[config.mk]
export PLATFORM = sky130hd
export DESIGN_NAME = murmur3_32_hash_top
export DESIGN_NICKNAME = d
export VERILOG_FILES = /design/src/hw/rtl/mm3_pkg.sv /design/src/hw/rtl/mm3_mul.sv /design/src/hw/rtl/murmur3_32_hash_top.sv
export SDC_FILE = /design/constraint.sdc
export NUM_CORES = 2
export LEC_CHECK = 0
export ABC_AREA = 1
export BUFFER_PORTS_ARGS = -buffer_cell sky130_fd_sc_hd__buf_2
export CORE_ASPECT_RATIO = 1.25
export CORE_MARGIN = 4
export CORE_UTILIZATION = 68
export DETAILED_ROUTE_END_ITERATION = 10
export GPL_TIMING_DRIVEN = 0
export PLACE_DENSITY = 0.95
export SLEW_MARGIN = 20
export SYNTH_ARGS = -nofsm -noshare
export SYNTH_HDL_FRONTEND = slang
export SYNTH_HIERARCHICAL = 1
export SYNTH_SLANG_ARGS = --single-unit
[constraint.sdc]
create_clock -name clk -period 15.6 [get_ports clk]
set_input_delay 2.34 -clock clk [delete_from_list [all_inputs] [get_ports clk]]
set_output_delay 2.34 -clock clk [all_outputs]
set_load 0.005 [all_outputs]
[src/hw/rtl/mm3_pkg.sv]
// Shared constants, types and helpers for the MurmurHash3 x86_32 block.
`default_nettype none

package mm3_pkg;

  localparam int unsigned HashW = 32;
  localparam int unsigned ByteW = 8;

  localparam logic [HashW-1:0] MixC1  = 32'hcc9e2d51;
  localparam logic [HashW-1:0] MixC2  = 32'h1b873593;
  localparam logic [HashW-1:0] MixAdd = 32'he6546b64;
  localparam logic [HashW-1:0] FinM1  = 32'h85ebca6b;
  localparam logic [HashW-1:0] FinM2  = 32'hc2b2ae35;

  // configuration register indexes
  localparam logic [1:0] RegSeed     = 2'd0;
  localparam logic [1:0] RegZeroSeed = 2'd1;

  typedef enum logic [2:0] {
    S_IDLE,
    S_K2,
    S_HMIX,
    S_T1,
    S_T2,
    S_F0,
    S_F1,
    S_OUT
  } mm3_state_t;

  function automatic logic [HashW-1:0] rotl15(input logic [HashW-1:0] v);
    return {v[16:0], v[31:17]};
  endfunction

  function automatic logic [HashW-1:0] rotl13(input logic [HashW-1:0] v);
    return {v[18:0], v[31:19]};
  endfunction

endpackage

`default_nettype wire

[src/hw/rtl/mm3_mul.sv]
// Shared 32x32 multiplier, low word of the product registered.
`default_nettype none

module mm3_mul
  import mm3_pkg::*;
(
  input  wire logic             clk,
  input  wire logic             load,
  input  wire logic [HashW-1:0] op_a,
  input  wire logic [HashW-1:0] op_b,
  output logic      [HashW-1:0] prod
);

  always_ff @(posedge clk) begin
    if (load) begin
      prod <= op_a * op_b;
    end
  end

endmodule

`default_nettype wire

[src/hw/rtl/murmur3_32_hash_top.sv]
// Top level of the streaming MurmurHash3 x86_32 hasher: sequencer and state.
`default_nettype none

// Hashes a byte stream, one byte per input transaction, and delivers the
// 32-bit MurmurHash3 (x86_32) on the output channel once the transaction
// with last set has been taken in. A transaction with byte_valid low adds
// no byte; with last set it closes the message, so an empty message can be
// hashed. All multiplications go through one shared 32x32 multiplier under
// a small sequencer, and in_stall is high while a sequence runs. A byte that
// does not complete a 4-byte block starts no multiply of its own; the byte
// that completes a block runs two multiplies, then the rotate and h*5+c
// update. Closing a message adds the tail mix when 1 to 3 bytes are left
// over, then the two finaliser multiplies and the step that loads the output
// register. The output register lets a new message start while a result
// still waits; a second result waits in the last step until the first has
// gone. seed and zero_seed_value are written through a plain write port; the
// user must write them only while the block is idle, and the block itself
// does not enforce this. Any write to either restarts the message.
// A seed of zero selects zero_seed_value.

module murmur3_32_hash_top
  import mm3_pkg::*;
(
  input  wire logic             clk,
  input  wire logic             rst,
  // configuration
  input  wire logic             cfg_write,
  input  wire logic [1:0]       cfg_index,
  input  wire logic [HashW-1:0] cfg_data,
  // input channel
  input  wire logic             in_valid,
  output logic                  in_stall,
  input  wire logic [ByteW-1:0] data_byte,
  input  wire logic             byte_valid,
  input  wire logic             last,
  // output channel
  output logic                  out_valid,
  input  wire logic             out_stall,
  output logic      [HashW-1:0] hash_value
);

  mm3_state_t state, state_next;

  logic [HashW-1:0] seed, zero_seed_value;
  logic [HashW-1:0] hash_acc;
  logic             fresh;      // hash_acc still to come from the registers
  logic [23:0]      pending_bytes;
  logic [1:0]       byte_pos;
  logic [HashW-1:0] total_length;
  logic             last_q;

  logic [HashW-1:0] hash_eff;
  logic [HashW-1:0] prod;
  logic [HashW-1:0] op_a, op_b;
  logic             mul_load;
  logic             in_take;
  logic             out_free;
  logic [HashW-1:0] fin_h0, fin_x0, mix_r;

  assign in_take  = in_valid && !in_stall;
  assign in_stall = (state != S_IDLE);
  assign out_free = !out_valid || !out_stall;

  assign hash_eff = fresh ? ((seed != '0) ? seed : zero_seed_value) : hash_acc;

  // finaliser first step: tail fold, length fold, shift-xor 16
  assign fin_h0 = hash_eff ^ ((byte_pos != 2'd0) ? prod : '0) ^ total_length;
  assign fin_x0 = fin_h0 ^ (fin_h0 >> 16);
  assign mix_r  = rotl13(hash_eff ^ prod);

  // sequencer and multiplier operand selection
  always_comb begin
    state_next = state;
    mul_load   = 1'b0;
    op_a       = prod;
    op_b       = MixC2;
    case (state)
      S_IDLE: begin
        if (in_take) begin
          if (byte_valid && byte_pos == 2'd3) begin
            mul_load   = 1'b1;
            op_a       = {data_byte, pending_bytes};
            op_b       = MixC1;
            state_next = S_K2;
          end else if (last) begin
            if (byte_valid || byte_pos != 2'd0) begin
              state_next = S_T1;
            end else begin
              state_next = S_F0;
            end
          end
        end
      end
      S_K2: begin
        mul_load   = 1'b1;
        op_a       = rotl15(prod);
        op_b       = MixC2;
        state_next = S_HMIX;
      end
      S_HMIX: begin
        state_next = last_q ? S_F0 : S_IDLE;
      end
      S_T1: begin
        mul_load   = 1'b1;
        op_a       = {8'd0, pending_bytes};
        op_b       = MixC1;
        state_next = S_T2;
      end
      S_T2: begin
        mul_load   = 1'b1;
        op_a       = rotl15(prod);
        op_b       = MixC2;
        state_next = S_F0;
      end
      S_F0: begin
        mul_load   = 1'b1;
        op_a       = fin_x0;
        op_b       = FinM1;
        state_next = S_F1;
      end
      S_F1: begin
        mul_load   = 1'b1;
        op_a       = prod ^ (prod >> 13);
        op_b       = FinM2;
        state_next = S_OUT;
      end
      S_OUT: begin
        if (out_free) begin
          state_next = S_IDLE;
        end
      end
      default: begin
        state_next = S_IDLE;
      end
    endcase
  end

  always_ff @(posedge clk) begin
    if (rst) begin
      state <= S_IDLE;
    end else begin
      state <= state_next;
    end
  end

  mm3_mul u_mul (
    .clk  (clk),
    .load (mul_load),
    .op_a (op_a),
    .op_b (op_b),
    .prod (prod)
  );

  // message state and configuration
  always_ff @(posedge clk) begin
    if (rst) begin
      seed            <= '0;
      zero_seed_value <= '0;
      fresh           <= 1'b1;
      pending_bytes   <= '0;
      byte_pos        <= '0;
      total_length    <= '0;
      last_q          <= 1'b0;
    end else if (cfg_write && (cfg_index == RegSeed || cfg_index == RegZeroSeed)) begin
      if (cfg_index == RegSeed) begin
        seed <= cfg_data;
      end else begin
        zero_seed_value <= cfg_data;
      end
      fresh         <= 1'b1;
      pending_bytes <= '0;
      byte_pos      <= '0;
      total_length  <= '0;
    end else begin
      if (in_take) begin
        last_q <= last;
        if (byte_valid) begin
          total_length <= total_length + 32'd1;
          case (byte_pos)
            2'd0:    pending_bytes[7:0]   <= data_byte;
            2'd1:    pending_bytes[15:8]  <= data_byte;
            2'd2:    pending_bytes[23:16] <= data_byte;
            default: pending_bytes        <= '0;
          endcase
          byte_pos <= byte_pos + 2'd1;
        end
      end
      if (state == S_HMIX) begin
        fresh <= 1'b0;
      end
      if (state == S_OUT && out_free) begin
        fresh         <= 1'b1;
        pending_bytes <= '0;
        byte_pos      <= '0;
        total_length  <= '0;
      end
    end
  end

  // running hash, h = rotl13(h ^ k) * 5 + c
  always_ff @(posedge clk) begin
    if (state == S_HMIX) begin
      hash_acc <= (mix_r << 2) + mix_r + MixAdd;
    end
  end

  // output register
  always_ff @(posedge clk) begin
    if (rst) begin
      out_valid <= 1'b0;
    end else if (state == S_OUT && out_free) begin
      out_valid <= 1'b1;
    end else if (!out_stall) begin
      out_valid <= 1'b0;
    end
  end

  always_ff @(posedge clk) begin
    if (state == S_OUT && out_free) begin
      hash_value <= prod ^ (prod >> 16);
    end
  end

endmodule

`default_nettype wire
==> out/metrics.yaml <==
worst_hold_path:
  hp-class: "flip-flop to flip-flop"
placed_design:
  dp_hpwl_mm: 94.6
  postPlaceCellArea_sq_mm: 0.0325
  port_buffers: 82
  dp_cells: 4910
  place_congestion: 1.07
layout:
  drive_above_1_share_pct: 5.95
  fillers: 3534
  regArea_sq_mm: 0.00545
  multi_input_area_sq_mm: 0.0211
  stdcell_count: 4952
  fin_nets: 4997
  stdcell_area_sq_mm: 0.0332
  fin_util_pct: 73.4
  area_growth_pct: 6.48
cts:
  cts_resized: 0
  h-tree-depth: 1
  clk_latency_ns: 0.54
  postCtsSetupBuffers: 0
  clockBufferDepth: 3
  cts_root_buffer: "clkbuf_16"
  cts.sinks: 224
  numCtsBuffers: 22
  path_clk_slew_ns: 0.07
  cts_tree: "done"
  cts.hold.buffers_added: 0
sta:
  slew_headroom_pct: 19.8
  timing.fmax_mhz: 83.3
  skew_ns: 0.0147
  hold_violations: 0
  tns_ns: 0
  worst_pin_slew_ns: 1.20
  min_period_ns: 12.01
  maxSlewViolCount: 0
  period_share_pct: 77.0
  rsz0062_at_grt: "false"
  setup_violations: 0
worst_setup_path:
  cpPeakStageDelay_ns: 0.73
  crit_type: "input pin to flip-flop"
  worst_ep_required_time_ns: 15.91
  cp_common_cell: "fa_1"
  path_max_fanout: 10
  worst_path_max_delay_cell: "clkbuf_1"
  cp_data_arrival_time_ns: 12.32
  start_kind: "input pin"
  end_kind: "flip-flop"
  ff2ff_setup_slack_ns: 4.49
floorplanning:
  start_util_pct: 68.9
  num_rows: 87
  dieArea_sq_mm: 0.0494
  boundaryPins: 83
  die_width_um: 200
  core_sq_mm: 0.0453
  fp.dieH_um: 247
grt:
  track_usage_pct: 47.7
  grt_pass1_wl_mm: 174
  antenna_found_initial: 1
  overflow: 0
  grt_max_degree: 31
  first_global_vias: 29600
drt:
  vias: 29400
  drcViolationCount: 0
  drtPass1Iterations: 7
  drt_iter0_markers: 3054
  wl_per_cell_um: 23.8
  viasPerCell: 5.94
  wirelength_mm: 118
  final_antenna_net_count: 0
logic_synthesis:
  synth_area_sq_mm: 0.0312
  syn_avg_cell_area_sq_um: 7.36
  synth_cell_type_count: 60
  yosysTopAreaCell: "fa_1"
  async_reset_ff_share_pct: 0
  synth_ff_type: "dfxtp_1"
  synthCells: 4239
  synth_edf_count: 96
  synthTopCellsByCount: "nand2_1, inv_1, fa_1, nand3_1, a21oi_1"
  synth_top_cell_area_share_pct: 26.2
  synth_seq_area_share_pct: 17.5
  ys_ff_latch: 224
  ys_warn_count: 6
  synth_most_common_cell: "nand2_1"
  synth.area.top_cells: "fa_1, nand2_1, inv_1"
run:
  cap_violations: 0
outcome:
  status: "finished clean"
critical path, delay by kind of cell:
family,cells,cell delay (ns)
buffers and inverters,10,2.52
xor gates and xnor gates,1,0.32
adders and majority gates,9,4.28
AOI/OAI and AO/OA,8,2.10
and+or+nand+nor,5,0.73
logic make-up after synthesis:
logic type               Yosys count  share of synthesized area [%]
flip-flops                       224                           17.5
other                              2                         0.0241
buffers and inverters           1231                           15.1
AO/OA/AOI/OAI                    426                           7.62
adder cells (fa/ha/maj)          592                           33.6
AND/OR/NAND/NOR                 1606                           21.8
XOR/XNOR                         158                           4.44
layout make-up:
| cell class | count | area share (%) |
|---|---|---|
| antenna | 2 | 0.0151 |
| clock inverter | 14 | 0.463 |
| clock buffer | 26 | 1.83 |
| sequential | 224 | 16.4 |
| tap | 578 | 2.18 |
| buffer | 180 | 2.31 |
| inverter | 1051 | 11.9 |
| timing repair buffer | 88 | 1.47 |
| multi-input combinational | 2789 | 63.5 |
routing by layer:
metal	GRT usage, %	vias up	wire (um)
met5	0	-	0
met4	50.3	0	17000
met3	10.2	772	11400
met2	77.1	2043	53700
met1	49.1	13700	35600
li1	-	12900	-
flip-flops by register name (all words and copies together), names as in the netlist, 3 cells and up:
| name | count |
|---|---|
| pending_bytes | 24 |
| state | 3 |
| total_length | 32 |
| hash_acc | 32 |
| zero_seed_value | 32 |
| hash_value | 32 |
| seed | 32 |
| u_mul/prod | 32 |
metrics by stage:
stage	hold slack [ns]	setup slack [ns]
CTS	0.464	4.04
floorplan	0.424	4.97
global placement	0.429	2.95
detailed placement	0.445	3.50
global route	0.475	3.30
finish	0.464	3.59
layout by cell type, fill, tap and decap left out, types with 8 or more instances in the layout:
cell,count
a21oi_1,197
a221oi_1,12
a31oi_1,18
buf_1,12
buf_2,110
buf_4,11
clkbuf_1,129
clkbuf_16,23
dfxtp_1,128
edfxtp_1,96
fa_1,409
ha_1,183
inv_1,1035
inv_2,12
nand2_1,1096
nand2_2,15
nand3_1,206
nand3b_1,15
nand4_1,26
nor2_1,149
nor3_1,26
o2111ai_1,8
o211ai_1,8
o21ai_0,130
o21bai_1,9
or2_2,32
xnor2_1,25
xor2_1,133
final timing paths:
kind,endpoint,depth (start not counted),start
worst max-delay path,u_mul/prod[28],33,in_valid
worst min-delay path,zero_seed_value[13],2,zero_seed_value[13]
worst max register to register,u_mul/prod[28],37,byte_pos[0]
worst min register to register,zero_seed_value[13],2,zero_seed_value[13]
Power is not shown: default switching activity piles up to over one toggle a cycle in this logic, so the estimate is an artifact.
